**config.mk**
```make
export PLATFORM = sky130hd
export DESIGN_NAME = i2c_master_bit_sequencer_flat
export DESIGN_NICKNAME = d
export VERILOG_FILES = /design/src/design/i2cms_pkg.sv /design/src/design/i2cms_if.sv /design/src/design/i2c_master_bit_sequencer.sv /design/src/flat_wrapper.sv
export SDC_FILE = /design/constraint.sdc
export NUM_CORES = 1
export LEC_CHECK = 0
export BUFFER_PORTS_ARGS = -buffer_cell sky130_fd_sc_hd__buf_2
export CELL_PAD_IN_SITES_DETAIL_PLACEMENT = 0
export CELL_PAD_IN_SITES_GLOBAL_PLACEMENT = 1
export CORE_ASPECT_RATIO = 2
export CORE_UTILIZATION = 49
export CTS_CLUSTER_DIAMETER = 150
export DETAILED_ROUTE_END_ITERATION = 7
export PLACE_DENSITY_LB_ADDON = 0.1
export SKIP_CTS_REPAIR_TIMING = 1
export SLEW_MARGIN = 5
export SYNTH_ARGS = -nofsm -noshare
export SYNTH_HDL_FRONTEND = slang
export SYNTH_SLANG_ARGS = --single-unit
```
**constraint.sdc**
```tcl
create_clock -name clock -period 5.2 [get_ports clock]
set_input_delay 0.26 -clock clock [delete_from_list [all_inputs] [get_ports clock]]
set_output_delay 0.26 -clock clock [all_outputs]
set_load 0.03 [all_outputs]
```
**src/design/i2cms_pkg.sv**
```systemverilog
// Shared types, constants and helpers for the I2C master bit sequencer.
// Depends on nothing; every other design file refers to it by scoped names.
`timescale 1ns / 1ps

package i2cms_pkg;

   localparam int unsigned FuncWidth     = 3;
   localparam int unsigned DataWidth     = 8;
   localparam int unsigned TickWidth     = 8;
   localparam int unsigned BitCntWidth   = 4;
   localparam int unsigned CsrIndexWidth = 2;

   localparam logic [BitCntWidth-1:0] BitsPerByte = BitCntWidth'(8);

   // Register reset values
   localparam logic [TickWidth-1:0] StartStopReset  = TickWidth'(4);
   localparam logic [TickWidth-1:0] BitPhaseReset   = TickWidth'(2);
   localparam logic [TickWidth-1:0] AckTimeoutReset = TickWidth'(250);

   typedef enum logic [FuncWidth-1:0] {
      FUNC_TICK  = 3'd0,
      FUNC_START = 3'd1,
      FUNC_STOP  = 3'd2,
      FUNC_WRITE = 3'd3,
      FUNC_READ  = 3'd4
   } func_type;

   typedef enum logic [CsrIndexWidth-1:0] {
      CSR_START_STOP  = 2'd0,
      CSR_BIT_PHASE   = 2'd1,
      CSR_ACK_TIMEOUT = 2'd2
   } csr_index_type;

   typedef enum logic [3:0] {
      PH_IDLE    = 4'd0,
      PH_ST_A    = 4'd1,
      PH_ST_B    = 4'd2,
      PH_SP_A    = 4'd3,
      PH_SP_B    = 4'd4,
      PH_WR_DATA = 4'd5,
      PH_WR_HIGH = 4'd6,
      PH_WR_LOW  = 4'd7,
      PH_AK_REL  = 4'd8,
      PH_AK_CLK  = 4'd9,
      PH_AK_POLL = 4'd10,
      PH_RD_LOW  = 4'd11,
      PH_RD_HIGH = 4'd12,
      PH_RA_SET  = 4'd13,
      PH_RA_HIGH = 4'd14
   } phase_type;

   // Remaining-tick load for a segment of dur ticks; zero acts as one tick.
   function automatic logic [TickWidth-1:0] load_count(input logic [TickWidth-1:0] dur);
      return (dur == '0) ? '0 : dur - TickWidth'(1);
   endfunction

endpackage

```
**src/design/i2cms_if.sv**
```systemverilog
// Valid/ready channel interfaces: tick requests, bus results, register writes.
// Depends on i2cms_pkg for field widths.
`timescale 1ns / 1ps

interface i2cms_req_if;
   logic                               valid;
   logic                               ready;
   logic [i2cms_pkg::FuncWidth-1:0]    func;
   logic [i2cms_pkg::DataWidth-1:0]    tx_byte;
   logic                               send_ack;
   logic                               sda_in;

   modport source (output valid, func, tx_byte, send_ack, sda_in, input ready);
   modport sink   (input valid, func, tx_byte, send_ack, sda_in, output ready);
endinterface

interface i2cms_rsp_if;
   logic                               valid;
   logic                               ready;
   logic                               scl_out;
   logic                               sda_out;
   logic                               busy_res;
   logic                               done_res;
   logic [i2cms_pkg::DataWidth-1:0]    rx_byte;
   logic                               no_ack;

   modport source (output valid, scl_out, sda_out, busy_res, done_res, rx_byte, no_ack,
                   input ready);
   modport sink   (input valid, scl_out, sda_out, busy_res, done_res, rx_byte, no_ack,
                   output ready);
endinterface

interface i2cms_csr_if;
   logic                                  valid;
   logic                                  ready;
   logic [i2cms_pkg::CsrIndexWidth-1:0]   index;
   logic [i2cms_pkg::TickWidth-1:0]       data;

   modport source (output valid, index, data, input ready);
   modport sink   (input valid, index, data, output ready);
endinterface

```
**src/design/i2c_master_bit_sequencer.sv**
```systemverilog
// The result for a tick request is in the output register in the cycle after acceptance.
// Throughput: one tick request per cycle; the output register lets the next request in
//    whenever it is empty or being drained in the same cycle.
// Reset (synchronous, active high): sequencer idle, SCL/SDA released, counters and
//    read data cleared, timing registers back to 4 / 2 / 250, no result pending.
// Depends on i2cms_pkg and the channel interfaces in i2cms_if.sv.
`timescale 1ns / 1ps

module i2c_master_bit_sequencer (
   input  logic        clock,
   input  logic        reset,
   i2cms_req_if.sink   req_chan,
   i2cms_rsp_if.source rsp_chan,
   i2cms_csr_if.sink   csr_chan
);

   // ---- timing registers -------------------------------------------------
   logic [i2cms_pkg::TickWidth-1:0] start_stop_ff;
   logic [i2cms_pkg::TickWidth-1:0] bit_phase_ff;
   logic [i2cms_pkg::TickWidth-1:0] ack_timeout_ff;

   assign csr_chan.ready = 1'b1;

   always_ff @(posedge clock) begin
      if (reset) begin
         start_stop_ff  <= i2cms_pkg::StartStopReset;
         bit_phase_ff   <= i2cms_pkg::BitPhaseReset;
         ack_timeout_ff <= i2cms_pkg::AckTimeoutReset;
      end else if (csr_chan.valid) begin
         unique case (i2cms_pkg::csr_index_type'(csr_chan.index))
            i2cms_pkg::CSR_START_STOP:  start_stop_ff  <= csr_chan.data;
            i2cms_pkg::CSR_BIT_PHASE:   bit_phase_ff   <= csr_chan.data;
            i2cms_pkg::CSR_ACK_TIMEOUT: ack_timeout_ff <= csr_chan.data;
            default: ;  // unmapped index: write dropped
         endcase
      end
   end

   // ---- sequencer state --------------------------------------------------
   i2cms_pkg::phase_type              phase_ff, phase_in;
   logic [i2cms_pkg::TickWidth-1:0]   tick_ff, tick_in;
   logic [i2cms_pkg::BitCntWidth-1:0] bit_ff, bit_in;
   logic [i2cms_pkg::DataWidth-1:0]   shift_ff, shift_in;
   logic                              scl_ff, scl_in;
   logic                              sda_ff, sda_in;
   logic                              ack_choice_ff, ack_choice_in;
   logic                              ack_failed_ff, ack_failed_in;
   logic [i2cms_pkg::DataWidth-1:0]   rx_hold_ff, rx_hold_in;
   logic                              done_in;

   // output register
   logic                              rsp_valid_ff;
   logic                              rsp_scl_ff, rsp_sda_ff, rsp_busy_ff, rsp_done_ff;
   logic                              rsp_no_ack_ff;
   logic [i2cms_pkg::DataWidth-1:0]   rsp_rx_ff;

   logic                              req_take;

   // A request moves in whenever the result slot is free or leaving this cycle.
   assign req_chan.ready = !rsp_valid_ff || rsp_chan.ready;
   assign req_take       = req_chan.valid && req_chan.ready;

   // ---- next-state logic: one bus tick per request -----------------------
   always_comb begin
      logic [i2cms_pkg::TickWidth-1:0]   poll_tick;
      logic [i2cms_pkg::BitCntWidth-1:0] bit_inc;

      phase_in      = phase_ff;
      tick_in       = tick_ff;
      bit_in        = bit_ff;
      shift_in      = shift_ff;
      scl_in        = scl_ff;
      sda_in        = sda_ff;
      ack_choice_in = ack_choice_ff;
      ack_failed_in = ack_failed_ff;
      rx_hold_in    = rx_hold_ff;
      done_in       = 1'b0;

      // ack polling restarts its count when entered from the clock setup tick
      poll_tick = (phase_ff == i2cms_pkg::PH_AK_CLK) ? '0 : tick_ff;
      bit_inc   = bit_ff + i2cms_pkg::BitCntWidth'(1);

      if (phase_ff == i2cms_pkg::PH_IDLE) begin
         unique case (i2cms_pkg::func_type'(req_chan.func))
            i2cms_pkg::FUNC_START: begin
               phase_in = i2cms_pkg::PH_ST_A;
               scl_in   = 1'b1;
               sda_in   = 1'b1;
               tick_in  = i2cms_pkg::load_count(start_stop_ff);
            end
            i2cms_pkg::FUNC_STOP: begin
               phase_in = i2cms_pkg::PH_SP_A;
               scl_in   = 1'b0;
               sda_in   = 1'b0;
               tick_in  = i2cms_pkg::load_count(start_stop_ff);
            end
            i2cms_pkg::FUNC_WRITE: begin
               // first data bit goes straight out, MSB first
               ack_failed_in = 1'b0;
               bit_in        = '0;
               shift_in      = {req_chan.tx_byte[i2cms_pkg::DataWidth-2:0], 1'b0};
               phase_in      = i2cms_pkg::PH_WR_DATA;
               scl_in        = 1'b0;
               sda_in        = req_chan.tx_byte[i2cms_pkg::DataWidth-1];
               tick_in       = i2cms_pkg::load_count(bit_phase_ff);
            end
            i2cms_pkg::FUNC_READ: begin
               ack_choice_in = req_chan.send_ack;
               bit_in        = '0;
               shift_in      = '0;
               phase_in      = i2cms_pkg::PH_RD_LOW;
               scl_in        = 1'b0;
               sda_in        = 1'b1;
               tick_in       = i2cms_pkg::load_count(bit_phase_ff);
            end
            default: ;  // plain tick or unused code: stay idle
         endcase
      end else if (phase_ff != i2cms_pkg::PH_AK_POLL &&
                   phase_ff != i2cms_pkg::PH_AK_CLK && tick_ff != '0) begin
         tick_in = tick_ff - i2cms_pkg::TickWidth'(1);
      end else if (phase_ff == i2cms_pkg::PH_AK_CLK && tick_ff != '0) begin
         tick_in = tick_ff - i2cms_pkg::TickWidth'(1);
      end else begin
         unique case (phase_ff)
            i2cms_pkg::PH_ST_A: begin
               phase_in = i2cms_pkg::PH_ST_B;
               scl_in   = 1'b1;
               sda_in   = 1'b0;
               tick_in  = i2cms_pkg::load_count(start_stop_ff);
            end
            i2cms_pkg::PH_ST_B: begin
               scl_in   = 1'b0;
               phase_in = i2cms_pkg::PH_IDLE;
               tick_in  = '0;
               done_in  = 1'b1;
            end
            i2cms_pkg::PH_SP_A: begin
               phase_in = i2cms_pkg::PH_SP_B;
               scl_in   = 1'b1;
               sda_in   = 1'b0;
               tick_in  = i2cms_pkg::load_count(start_stop_ff);
            end
            i2cms_pkg::PH_SP_B: begin
               sda_in   = 1'b1;
               phase_in = i2cms_pkg::PH_IDLE;
               tick_in  = '0;
               done_in  = 1'b1;
            end
            i2cms_pkg::PH_WR_DATA: begin
               phase_in = i2cms_pkg::PH_WR_HIGH;
               scl_in   = 1'b1;
               tick_in  = i2cms_pkg::load_count(bit_phase_ff);
            end
            i2cms_pkg::PH_WR_HIGH: begin
               phase_in = i2cms_pkg::PH_WR_LOW;
               scl_in   = 1'b0;
               tick_in  = i2cms_pkg::load_count(bit_phase_ff);
            end
            i2cms_pkg::PH_WR_LOW: begin
               bit_in = bit_inc;
               scl_in = 1'b0;
               if (bit_inc < i2cms_pkg::BitsPerByte) begin
                  shift_in = {shift_ff[i2cms_pkg::DataWidth-2:0], 1'b0};
                  phase_in = i2cms_pkg::PH_WR_DATA;
                  sda_in   = shift_ff[i2cms_pkg::DataWidth-1];
                  tick_in  = i2cms_pkg::load_count(bit_phase_ff);
               end else begin
                  // byte out: release SDA for the slave's acknowledge
                  phase_in = i2cms_pkg::PH_AK_REL;
                  sda_in   = 1'b1;
                  tick_in  = '0;
               end
            end
            i2cms_pkg::PH_AK_REL: begin
               phase_in = i2cms_pkg::PH_AK_CLK;
               scl_in   = 1'b1;
               sda_in   = 1'b1;
               tick_in  = '0;
            end
            i2cms_pkg::PH_AK_CLK, i2cms_pkg::PH_AK_POLL: begin
               phase_in = i2cms_pkg::PH_AK_POLL;
               if (!req_chan.sda_in) begin
                  // acknowledged
                  scl_in   = 1'b0;
                  phase_in = i2cms_pkg::PH_IDLE;
                  tick_in  = '0;
                  done_in  = 1'b1;
               end else if (poll_tick >= ack_timeout_ff) begin
                  // timed out: flag it and run a stop condition
                  ack_failed_in = 1'b1;
                  phase_in      = i2cms_pkg::PH_SP_A;
                  scl_in        = 1'b0;
                  sda_in        = 1'b0;
                  tick_in       = i2cms_pkg::load_count(start_stop_ff);
               end else begin
                  tick_in = poll_tick + i2cms_pkg::TickWidth'(1);
               end
            end
            i2cms_pkg::PH_RD_LOW: begin
               phase_in = i2cms_pkg::PH_RD_HIGH;
               scl_in   = 1'b1;
               sda_in   = 1'b1;
               tick_in  = '0;
               shift_in = {shift_ff[i2cms_pkg::DataWidth-2:0], req_chan.sda_in};
               bit_in   = bit_inc;
            end
            i2cms_pkg::PH_RD_HIGH: begin
               scl_in  = 1'b0;
               tick_in = i2cms_pkg::load_count(bit_phase_ff);
               if (bit_ff < i2cms_pkg::BitsPerByte) begin
                  phase_in = i2cms_pkg::PH_RD_LOW;
                  sda_in   = 1'b1;
               end else begin
                  // master ACK pulls SDA low, NACK leaves it released
                  phase_in = i2cms_pkg::PH_RA_SET;
                  sda_in   = !ack_choice_ff;
               end
            end
            i2cms_pkg::PH_RA_SET: begin
               phase_in = i2cms_pkg::PH_RA_HIGH;
               scl_in   = 1'b1;
               tick_in  = i2cms_pkg::load_count(bit_phase_ff);
            end
            i2cms_pkg::PH_RA_HIGH: begin
               scl_in     = 1'b0;
               rx_hold_in = shift_ff;
               phase_in   = i2cms_pkg::PH_IDLE;
               tick_in    = '0;
               done_in    = 1'b1;
            end
            default: begin
               phase_in = i2cms_pkg::PH_IDLE;
               tick_in  = '0;
               done_in  = 1'b1;
            end
         endcase
      end
   end

   // ---- state registers, advanced once per accepted request -------------
   always_ff @(posedge clock) begin
      if (reset) begin
         phase_ff      <= i2cms_pkg::PH_IDLE;
         tick_ff       <= '0;
         bit_ff        <= '0;
         shift_ff      <= '0;
         scl_ff        <= 1'b1;
         sda_ff        <= 1'b1;
         ack_choice_ff <= 1'b0;
         ack_failed_ff <= 1'b0;
         rx_hold_ff    <= '0;
      end else if (req_take) begin
         phase_ff      <= phase_in;
         tick_ff       <= tick_in;
         bit_ff        <= bit_in;
         shift_ff      <= shift_in;
         scl_ff        <= scl_in;
         sda_ff        <= sda_in;
         ack_choice_ff <= ack_choice_in;
         ack_failed_ff <= ack_failed_in;
         rx_hold_ff    <= rx_hold_in;
      end
   end

   // ---- result register --------------------------------------------------
   always_ff @(posedge clock) begin
      if (reset) begin
         rsp_valid_ff <= 1'b0;
      end else if (req_take) begin
         rsp_valid_ff <= 1'b1;
      end else if (rsp_chan.ready) begin
         rsp_valid_ff <= 1'b0;
      end
   end

   // payload: no reset needed, qualified by rsp_valid_ff
   always_ff @(posedge clock) begin
      if (req_take) begin
         rsp_scl_ff    <= scl_in;
         rsp_sda_ff    <= sda_in;
         rsp_busy_ff   <= (phase_in != i2cms_pkg::PH_IDLE);
         rsp_done_ff   <= done_in;
         rsp_rx_ff     <= rx_hold_in;
         rsp_no_ack_ff <= ack_failed_in;
      end
   end

   always_comb begin
      rsp_chan.valid    = rsp_valid_ff;
      rsp_chan.scl_out  = rsp_scl_ff;
      rsp_chan.sda_out  = rsp_sda_ff;
      rsp_chan.busy_res = rsp_busy_ff;
      rsp_chan.done_res = rsp_done_ff;
      rsp_chan.rx_byte  = rsp_rx_ff;
      rsp_chan.no_ack   = rsp_no_ack_ff;
   end

endmodule

```
**src/flat_wrapper.sv**
```systemverilog
// flat-port wrapper written by rule: the top's interface ports become plain ports
module i2c_master_bit_sequencer_flat 
  (clock, reset, req_chan_valid, req_chan_func, req_chan_tx_byte, req_chan_send_ack, req_chan_sda_in, req_chan_ready, rsp_chan_valid, rsp_chan_scl_out, rsp_chan_sda_out, rsp_chan_busy_res, rsp_chan_done_res, rsp_chan_rx_byte, rsp_chan_no_ack, rsp_chan_ready, csr_chan_valid, csr_chan_index, csr_chan_data, csr_chan_ready);
  i2cms_req_if req_chan_i ();
  i2cms_rsp_if rsp_chan_i ();
  i2cms_csr_if csr_chan_i ();
  input  logic clock;
  input  logic reset;
  input wire logic [$bits(req_chan_i.valid)-1:0] req_chan_valid;
  input wire logic [$bits(req_chan_i.func)-1:0] req_chan_func;
  input wire logic [$bits(req_chan_i.tx_byte)-1:0] req_chan_tx_byte;
  input wire logic [$bits(req_chan_i.send_ack)-1:0] req_chan_send_ack;
  input wire logic [$bits(req_chan_i.sda_in)-1:0] req_chan_sda_in;
  output wire logic [$bits(req_chan_i.ready)-1:0] req_chan_ready;
  output wire logic [$bits(rsp_chan_i.valid)-1:0] rsp_chan_valid;
  output wire logic [$bits(rsp_chan_i.scl_out)-1:0] rsp_chan_scl_out;
  output wire logic [$bits(rsp_chan_i.sda_out)-1:0] rsp_chan_sda_out;
  output wire logic [$bits(rsp_chan_i.busy_res)-1:0] rsp_chan_busy_res;
  output wire logic [$bits(rsp_chan_i.done_res)-1:0] rsp_chan_done_res;
  output wire logic [$bits(rsp_chan_i.rx_byte)-1:0] rsp_chan_rx_byte;
  output wire logic [$bits(rsp_chan_i.no_ack)-1:0] rsp_chan_no_ack;
  input wire logic [$bits(rsp_chan_i.ready)-1:0] rsp_chan_ready;
  input wire logic [$bits(csr_chan_i.valid)-1:0] csr_chan_valid;
  input wire logic [$bits(csr_chan_i.index)-1:0] csr_chan_index;
  input wire logic [$bits(csr_chan_i.data)-1:0] csr_chan_data;
  output wire logic [$bits(csr_chan_i.ready)-1:0] csr_chan_ready;
  assign req_chan_i.valid = req_chan_valid;
  assign req_chan_i.func = req_chan_func;
  assign req_chan_i.tx_byte = req_chan_tx_byte;
  assign req_chan_i.send_ack = req_chan_send_ack;
  assign req_chan_i.sda_in = req_chan_sda_in;
  assign req_chan_ready = req_chan_i.ready;
  assign rsp_chan_valid = rsp_chan_i.valid;
  assign rsp_chan_scl_out = rsp_chan_i.scl_out;
  assign rsp_chan_sda_out = rsp_chan_i.sda_out;
  assign rsp_chan_busy_res = rsp_chan_i.busy_res;
  assign rsp_chan_done_res = rsp_chan_i.done_res;
  assign rsp_chan_rx_byte = rsp_chan_i.rx_byte;
  assign rsp_chan_no_ack = rsp_chan_i.no_ack;
  assign rsp_chan_i.ready = rsp_chan_ready;
  assign csr_chan_i.valid = csr_chan_valid;
  assign csr_chan_i.index = csr_chan_index;
  assign csr_chan_i.data = csr_chan_data;
  assign csr_chan_ready = csr_chan_i.ready;
  i2c_master_bit_sequencer u_core (.clock(clock), .reset(reset), .req_chan(req_chan_i), .rsp_chan(rsp_chan_i), .csr_chan(csr_chan_i));
endmodule
```
==> results of run 1 <==
layout by cell type, fill, tap and decap left out, drive strengths merged, types with 15 or more instances in the layout:
cell type	n
nand2	51
mux2i	20
nand3	18
dfxtp	61
buf	51
inv	29
a21oi	47
ha	16
a211oi	15
o21ai	43
o211ai	15
nor2	62
power breakdown:
part	internal (mW)	total, mW	switching (mW)
Clock	0.381	0.652	0.271
Combinational	0.306	0.883	0.577
Sequential	0.638	0.698	0.0605
registers in the layout, indices dropped and copies added (netlist names), 4 cells and up:
signal / count
u_core.ack_timeout_ff: 8
u_core.bit_phase_ff: 8
u_core.phase_ff: 4
u_core.tick_ff: 8
u_core.bit_ff: 4
u_core.rsp_chan.rx_byte: 8
u_core.rx_hold_ff: 8
u_core.start_stop_ff: 8
u_core.shift_ff: 8
metrics by stage:
step,instance area (um2),worst slack [ns]
final,5480,1.42
after global routing,5480,1.10
after CTS,5480,1.46
after detailed placement,5170,1.50
after global placement,5170,1.68
after floorplan,4930,1.97
routing by layer:
layer / vias up / GRT usage, % / part of all wire, %
li1: 2265 / - / -
met1: 2261 / 27.7 / 34
met2: 174 / 57.4 / 54
met3: 77 / 3.93 / 3.4
met4: 0 / 26.1 / 8.4
met5: - / 0 / 0
worst min path at each step:
stage                        startpoint                       end  slack (ns)
2_1_floorplan            req_chan_valid     u_core.rsp_chan.valid        0.39
5_1_grt               req_chan_send_ack      u_core.ack_choice_ff        0.16
6_report              req_chan_send_ack      u_core.ack_choice_ff        0.15
4_1_cts               req_chan_send_ack      u_core.ack_choice_ff        0.15
3_3_place_gp   u_core.ack_timeout_ff[2]  u_core.ack_timeout_ff[2]        0.45
3_5_place_dp   u_core.ack_timeout_ff[2]  u_core.ack_timeout_ff[2]        0.46
cell families after synthesis:
logic type / count (synthesis) / synth area share [%]
AND/OR/NAND/NOR: 205 / 21.2
AO/OA/AOI/OAI: 195 / 26.5
flip-flops: 74 / 32.7
buffers and inverters: 67 / 5.89
multiplexers: 31 / 6.58
XOR/XNOR: 17 / 3.02
adder cells (fa/ha/maj): 16 / 4.06
other: 1 / 0.0761
critical path: stages (launching register included):
cell and delay, ns:
dfxtp_1 0.29, buf_4 0.20, nor2b_1 0.34, nand2_1 0.26, nand2_1 0.17, ha_1 0.24, nand2b_1 0.14, a2111oi_0 0.66
o31ai_1 0.33, and2_1 0.28, o41ai_1 0.46, nand4_1 0.13
cell type report:
type / count / area (um2) / area share, %
clock buffers: 9 / 225 / 4.11
clock inverters: 7 / 83.8 / 1.53
inverters: 25 / 93.8 / 1.71
multi-input cells: 465 / 3020 / 55.2
flip-flops and latches: 74 / 1610 / 29.4
well taps: 132 / 165 / 3.01
repair buffers: 51 / 278 / 5.07
==> results.cfg, run 1 <==
[clock_tree]
cts_buffers = 9
clock_latency_ns = 0.34
cts_tree = yes
clk_path_buf_depth = 2
root_buffer = clkbuf_16
htreeDepth = 3
cts.clk_slew.worst_paths_ns = 0.06
cts.sink_count = 74

[place]
dpl.hpwl_mm = 11.7
gp_congestion = 0.954
dp_cells = 747
io_buffers = 42

[worst_setup_path]
rr_startpoint = u_core.phase_ff[2]
worst_r2r_endpoint = u_core.rsp_chan.busy_res
worst-r2r-setup-slack_ns = 1.42
required_ns = 5.27
critical_path_class = reg -> reg
critPathCaptureType = register
path_max_fanout = 24
cp-startpoint = u_core.phase_ff[2]
startpoint_type = register
r2r_cells = 11
arrival_ns = 3.85
critPathCapture = u_core.rsp_chan.busy_res

[global_route]
grt_max_degree = 47
grt_pass1_wl_mm = 23.5
grt_usage_pct = 30.6
grt.overflow.total = 0
antenna_found_initial = 0
first_global_vias = 4571

[synthesis]
ys_ff_latch = 74
synth_common_cells = dfxtp_1, nor2_1, nand2_1, a21oi_1, o21ai_0
async_flop_share_pct = 0
synth.avg_cell_area_um2 = 8.13
synth_warnings = 0
synthFlopType = dfxtp_1
syn_inst = 606
ys_top_cells_by_area = dfxtp_1, edfxtp_1, a21oi_1
synth-edff-count = 13
syn-num-nets = 650
yosysTopAreaCellShare_pct = 24.8
syn-cell-area_mm2 = 0.00493
yosysMostFrequentCell = dfxtp_1
yosysTopAreaCell = dfxtp_1
seq_area_frac_synth_pct = 32.7
synth_cell_types = 80

[timing]
period_needed_ns = 3.78
timing.hold.ws_ns = 0.154
fin_crit_sh_pct = 72.7
setup_viol = 0
tightest_slew_ns = 0.955
fmax_mhz = 264
rsz0062_at_grt = false
finalSetupTns_ns = 0
hold_viol_final = 0
fin_skew_ns = 0.00618
slew_violations = 0
slew_headroom_pct = 36.2

[drt]
drtIter0Drc = 328
ant_nets = 0
drt_wl_total_mm = 15.4
viasPerCell = 6.26
post_drt_wl_per_cell_um = 20.2
first_pass_iters = 6
drc_errors = 0
vias = 4777

[layout]
n_fill_cell = 969
drive_above_1_share_pct = 15.5
antenna_cells = 0
finalNonFillerCells = 763
areaGrowthSynthToFinish_pct = 11.3
final_net_count = 670
fin_util_pct = 56.1

[floorplanning]
initial_core_util_pct = 50.5
num_rows = 51
die_y_um = 144
die_w_um = 72.9
die-area_mm2 = 0.0105
core_mm2 = 0.00976
pin_count = 44

[worst_hold_path]
min-delay-path-class = in -> reg
min_delay_path_depth = 3

[run_status]
status = finished, final reports clean

[power]
power_mw = 2.23
p_per_area_mw_per_mm2 = 407
leakage_nw = 2.16
ir_drop_mv = 0.245

[flow_run]
maxCapViolations = 0
Note: power is estimated with default switching activity, not from simulation.
==> run 2: changes to the inputs <==
--- a/config.mk
+++ b/config.mk
@@ -9,7 +9,7 @@
 export CELL_PAD_IN_SITES_DETAIL_PLACEMENT = 0
 export CELL_PAD_IN_SITES_GLOBAL_PLACEMENT = 1
 export CORE_ASPECT_RATIO = 2
-export CORE_UTILIZATION = 49
+export CORE_UTILIZATION = 41
 export CTS_CLUSTER_DIAMETER = 150
 export DETAILED_ROUTE_END_ITERATION = 7
 export PLACE_DENSITY_LB_ADDON = 0.1
==> constraint.sdc (replaced) <==
create_clock -name clock -period 3.25 [get_ports clock]
set_input_delay 0.1625 -clock clock [delete_from_list [all_inputs] [get_ports clock]]
set_output_delay 0.1625 -clock clock [all_outputs]
set_load 0.03 [all_outputs]
==> run 2 against run 1 <==
Net effect:
- sequential share of layout area shrank 0.57 points
- combinational power grew 66%
- critical path depth is the same
- clock power grew 67%
- final cell count grew 2.9%
- flip-flop and latch count is the same
- die area grew 19%
- fmax grew 28%
- total power grew 65%
==> results.cfg, run 2 (synthesis gave the netlist of run 1 again) <==
[drt]
drt_wl_total_mm = 16.7
ant_nets = 0
drc_errors = 0
viasPerCell = 6.03
vias = 4736
drtIter0Drc = 418
post_drt_wl_per_cell_um = 21.3
first_pass_iters = 5

[worst_setup_path]
crit_path_frequent_cell = nand2_1
cp_top_family = simple AND/OR/NAND/NOR gates
r2r_cells = 11
critPathCaptureType = register
path_cells = nor2b_1 -> nand2_1 -> nand2_1 -> ha_1 -> nand2b_1 -> a2111oi_1 -> buf_4 -> o31ai_1 -> and2_1 -> o41ai_2 -> nand4_1
worst-r2r-setup-slack_ns = 0.29
critPathCapture = u_core.rsp_chan.busy_res
arrival_ns = 3.03
cp_num_buf_inv = 1
worst_r2r_endpoint = u_core.rsp_chan.busy_res
required_ns = 3.32
cp_slowest_cell = a2111oi_1
path_max_fanout = 8
rr_startpoint = u_core.phase_ff[3]
path_depth = 11
max_stage_delay_ns = 0.46
startpoint_type = register
critical_path_class = reg -> reg
cp-startpoint = u_core.phase_ff[3]

[global_route]
grt_pass1_wl_mm = 25.4
grt.overflow.total = 0
grt_usage_pct = 28.1
antenna_found_initial = 0
first_global_vias = 4646
grt_max_degree = 46

[power]
switching_share_pct = 39.8
leakage_nw = 2.21
p_int_mw = 2.22
ir_drop_mv = 0.357
p_sw_mw = 1.46
seqPwrFrac_pct = 30.3
p_per_area_mw_per_mm2 = 658
p_clk_share_pct = 29.7
comb_power_share_pct = 40.0

[place]
pre_cts_slack_ns = 0.281
dp_cells = 769
gp_congestion = 0.964
dpl.hpwl_mm = 12.8
io_buffers = 42

[clock_tree]
cts_buffers = 9
clk_path_buf_depth = 2
root_buffer = clkbuf_16
cts.clk_slew.worst_paths_ns = 0.06
cts.sink_count = 74
cts_tree = yes
htreeDepth = 3
clock_latency_ns = 0.35

[timing]
period_needed_ns = 2.96
fmax_mhz = 338
fin_crit_sh_pct = 91.0
fin_skew_ns = 0.00718
rsz0062_at_grt = false
hold_viol_final = 0
finalSetupTns_ns = 0
slew_headroom_pct = 33.9
slew_violations = 0
worst_slack_ns = 0.292
setup_viol = 0
tightest_slew_ns = 0.988

[floorplanning]
die_y_um = 157
core_mm2 = 0.0117
die-area_mm2 = 0.0125
num_rows = 56
die_w_um = 79.5
pin_count = 44
initial_core_util_pct = 42.1

[layout]
mostFrequentLayoutCell = dfxtp_1
antenna_cells = 0
most-common-layout-cells = dfxtp_1, nor2_1, nand2_1
finalNonFillerCells = 785
drive_above_1_share_pct = 16.9
areaGrowthSynthToFinish_pct = 13.5
final_net_count = 679

[flow_run]
maxCapViolations = 0

[run_status]
status = finished, final reports clean

[worst_hold_path]
min-delay-path-class = in -> reg
run 2: cell types whose count changed in the layout (fill, tap and decap cells not counted), sizes merged:
cell and change:
bufinv +1, clkbuf +1, buf +9, inv -3
clkinv +1
run 2: how the worst min path moves through the flow:
stage / depth (start not counted) / end / from
3_5_place_dp: 3 / u_core.ack_choice_ff / req_chan_send_ack
6_report: 3 / u_core.rsp_chan.valid / req_chan_valid
2_1_floorplan: 2 / u_core.rsp_chan.valid / req_chan_valid
4_1_cts: 3 / u_core.rsp_chan.valid / req_chan_valid
5_1_grt: 3 / u_core.rsp_chan.valid / req_chan_valid
3_3_place_gp: 3 / u_core.ack_choice_ff / req_chan_send_ack
run 2: cell type report:
cell class	count	area, um2
Sequential cell	74	1610
Tap cell	145	181
Clock inverter	6	90.1
Fill cell	1179	6110
Inverter	25	93.8
Timing Repair Buffer	60	345
Multi-Input combinational cell	465	3040
Clock buffer	10	229
run 2: worst reg2reg max path: cells and delay by family, from the launching register on:
kind / cells / cell delay, ns
simple gates: 6 / 0.98
buf+inv: 1 / 0.20
flops: 1 / 0.34
compound gates: 3 / 0.94
fa+ha+maj: 1 / 0.23
run 2: power by group through the flow:
stage	Sequential (mW)	Clock (mW)	Combinational, mW
after detailed placement	1.13	0	1.43
after global routing	1.13	1.14	1.59
after global placement	1.13	0	1.42
final	1.11	1.09	1.47
after CTS	1.11	1.10	1.44
after floorplan	1.12	0	1.04
run 2: metal layers:
layer | share of wire, % | track usage (%) | up-vias
met5 | 0 | 0 | -
met3 | 3.3 | 4.23 | 63
li1 | - | - | 2281
met1 | 34 | 25.1 | 2240
met2 | 55 | 53.6 | 152
met4 | 7.6 | 22.1 | 0
run 2: per-stage QoR:
stage | cell area (um2) | hold WS (ns) | util (%) | power [mW]
after global placement | 5260 | 0.396 | 45.0 | 2.55
after floorplan | 4930 | 0.292 | - | 2.16
after CTS | 5580 | 0.0504 | 47.7 | 3.66
final | 5590 | 0.0535 | 47.8 | 3.68
after detailed placement | 5260 | 0.411 | 45.0 | 2.56
after global routing | 5590 | 0.0543 | 47.8 | 3.86
==> run 3: changes to the inputs <==
--- a/config.mk
+++ b/config.mk
@@ -5,13 +5,13 @@
 export SDC_FILE = /design/constraint.sdc
 export NUM_CORES = 1
 export LEC_CHECK = 0
-export BUFFER_PORTS_ARGS = -buffer_cell sky130_fd_sc_hd__buf_2
 export CELL_PAD_IN_SITES_DETAIL_PLACEMENT = 0
 export CELL_PAD_IN_SITES_GLOBAL_PLACEMENT = 1
 export CORE_ASPECT_RATIO = 2
-export CORE_UTILIZATION = 41
+export CORE_UTILIZATION = 44
 export CTS_CLUSTER_DIAMETER = 150
 export DETAILED_ROUTE_END_ITERATION = 7
+export DONT_BUFFER_PORTS = 1
 export PLACE_DENSITY_LB_ADDON = 0.1
 export SKIP_CTS_REPAIR_TIMING = 1
 export SLEW_MARGIN = 5
==> run 3 against run 2 <==
Net effect:
- first-iteration DRC count shrank 9.1%
- setup slack improved by 0.15 ns
- final area shrank 1.7%
- via count is 2.5% lower
- the run now ends with negative hold slack left
- largest cell class unchanged
- critical path depth is 1 lower
==> results.cfg, run 3 (synthesis gave the netlist of run 1 again) <==
[global_route]
grt_usage_pct = 28.4
grt.overflow.total = 0
grt_max_degree = 47
met3_usage_pct = 3.83
first_global_vias = 4605
grt_pass1_wl_mm = 24.7
grt.busiest_layer = met2
met2_usage_pct = 55.4
grt_use_met1_pct = 25.2
antenna_found_initial = 0

[floorplanning]
num_rows = 54
core_mm2 = 0.0109
die-area_mm2 = 0.0116
die_w_um = 76.8
pin_count = 44
initial_core_util_pct = 45.3
die_y_um = 152

[drt]
first_pass_iters = 5
ant_nets = 0
drt_wl_total_mm = 16.2
post_drt_wl_per_cell_um = 21.6
viasPerCell = 6.15
drtIter0Drc = 380
drc_errors = 0
vias = 4616

[power]
p_per_area_mw_per_mm2 = 657
p_int_mw = 2.15
leakage_nw = 2.10
seqPwrFrac_pct = 32.0
power_mw = 3.61
comb_power_share_pct = 38.9
p_sw_mw = 1.46
switching_share_pct = 40.5
p_clk_share_pct = 29.0
ir_drop_mv = 0.324

[layout]
stdcell_area_mm2 = 0.00550
areaGrowthSynthToFinish_pct = 11.6
antenna_cells = 0
final_net_count = 649
fin_util_pct = 50.5
mostFrequentLayoutCell = dfxtp_1
drive_above_1_share_pct = 11.5
most-common-layout-cells = dfxtp_1, nor2_1, nand2_1
n_fill_cell = 1073

[timing]
fin_skew_ns = 0.00867
finalSetupTns_ns = 0
fin_crit_sh_pct = 86.3
hold_viol_final = 5
period_needed_ns = 2.80
timing.hold.ws_ns = -0.0360
slew_headroom_pct = 39.5
setup_viol = 0
rsz0062_at_grt = false
slew_violations = 0
fmax_mhz = 357
tightest_slew_ns = 0.904

[clock_tree]
root_buffer = clkbuf_16
htreeDepth = 3
clock_latency_ns = 0.34
cts.sink_count = 74
cts_buffers = 9
cts_tree = yes
cts.clk_slew.worst_paths_ns = 0.07
clk_path_buf_depth = 2

[run_status]
violations = negative hold slack
status = complete, but fails checks

[worst_setup_path]
critPathCaptureType = register
startpoint_type = register
arrival_ns = 2.88
critical_path_class = reg -> reg
path_max_fanout = 8
required_ns = 3.32

[place]
dpl.hpwl_mm = 12.5
gp_congestion = 0.955
io_buffers = 0
placed_area_mm2 = 0.00505

[worst_hold_path]
min-delay-path-class = in -> reg

[flow_run]
maxCapViolations = 0
## run 3: final cells by class
cell class | count | area [um2] | share of cell area [%]
clock buffer | 9 | 225 | 4.10
clock inverter | 7 | 82.6 | 1.50
inverter | 25 | 93.8 | 1.71
multi-input combinational | 465 | 3040 | 55.4
sequential | 74 | 1610 | 29.3
tap | 140 | 175 | 3.19
timing repair buffer | 30 | 263 | 4.78
## run 3: worst paths after layout
kind | to | startpoint | cells after the start | slack, ns
setup / recovery | u_core.rsp_chan.busy_res | u_core.phase_ff[0] | 10 | 0.45
hold / removal | u_core.start_stop_ff[2] | csr_chan_data[2] | 2 | -0.04
hold reg to reg | u_core.ack_timeout_ff[2] | u_core.ack_timeout_ff[2] | 2 | 0.46
setup reg to reg | u_core.rsp_chan.busy_res | u_core.phase_ff[0] | 10 | 0.45
## run 3: power groups by stage
| stage | sequential (mW) | clock, mW | combinational (mW) |
|---|---|---|---|
| floorplan | 1.12 | 0 | 1.04 |
| global placement | 1.17 | 0 | 1.34 |
| detailed placement | 1.17 | 0 | 1.34 |
| CTS | 1.15 | 1.06 | 1.35 |
| global route | 1.17 | 1.09 | 1.54 |
| finish | 1.16 | 1.05 | 1.40 |
## run 3: critical path, cell delays in order, from the launching register on
cell       delay, ns
dfxtp_1         0.35
nor2b_1         0.19
nand2_1         0.19
nand2_1         0.16
ha_1            0.23
nand2b_1        0.15
a2111oi_2       0.46
o31ai_1         0.13
and2_1          0.20
o41ai_2         0.36
nand4_1         0.11
## run 3: per-stage QoR
stage,setup slack (ns),instances,hold WS (ns)
floorplan,0.0202,606,0.292
global placement,0.232,723,0.236
detailed placement,0.154,723,0.239
CTS,0.145,739,-0.119
global route,0.110,750,0.00126
finish,0.445,750,-0.0360
## run 3: layer usage
metal	vias up	share of wire (%)
met3	64	3.5
met5	-	0
li1	2221	-
met1	2186	32
met4	0	7.6
met2	145	56
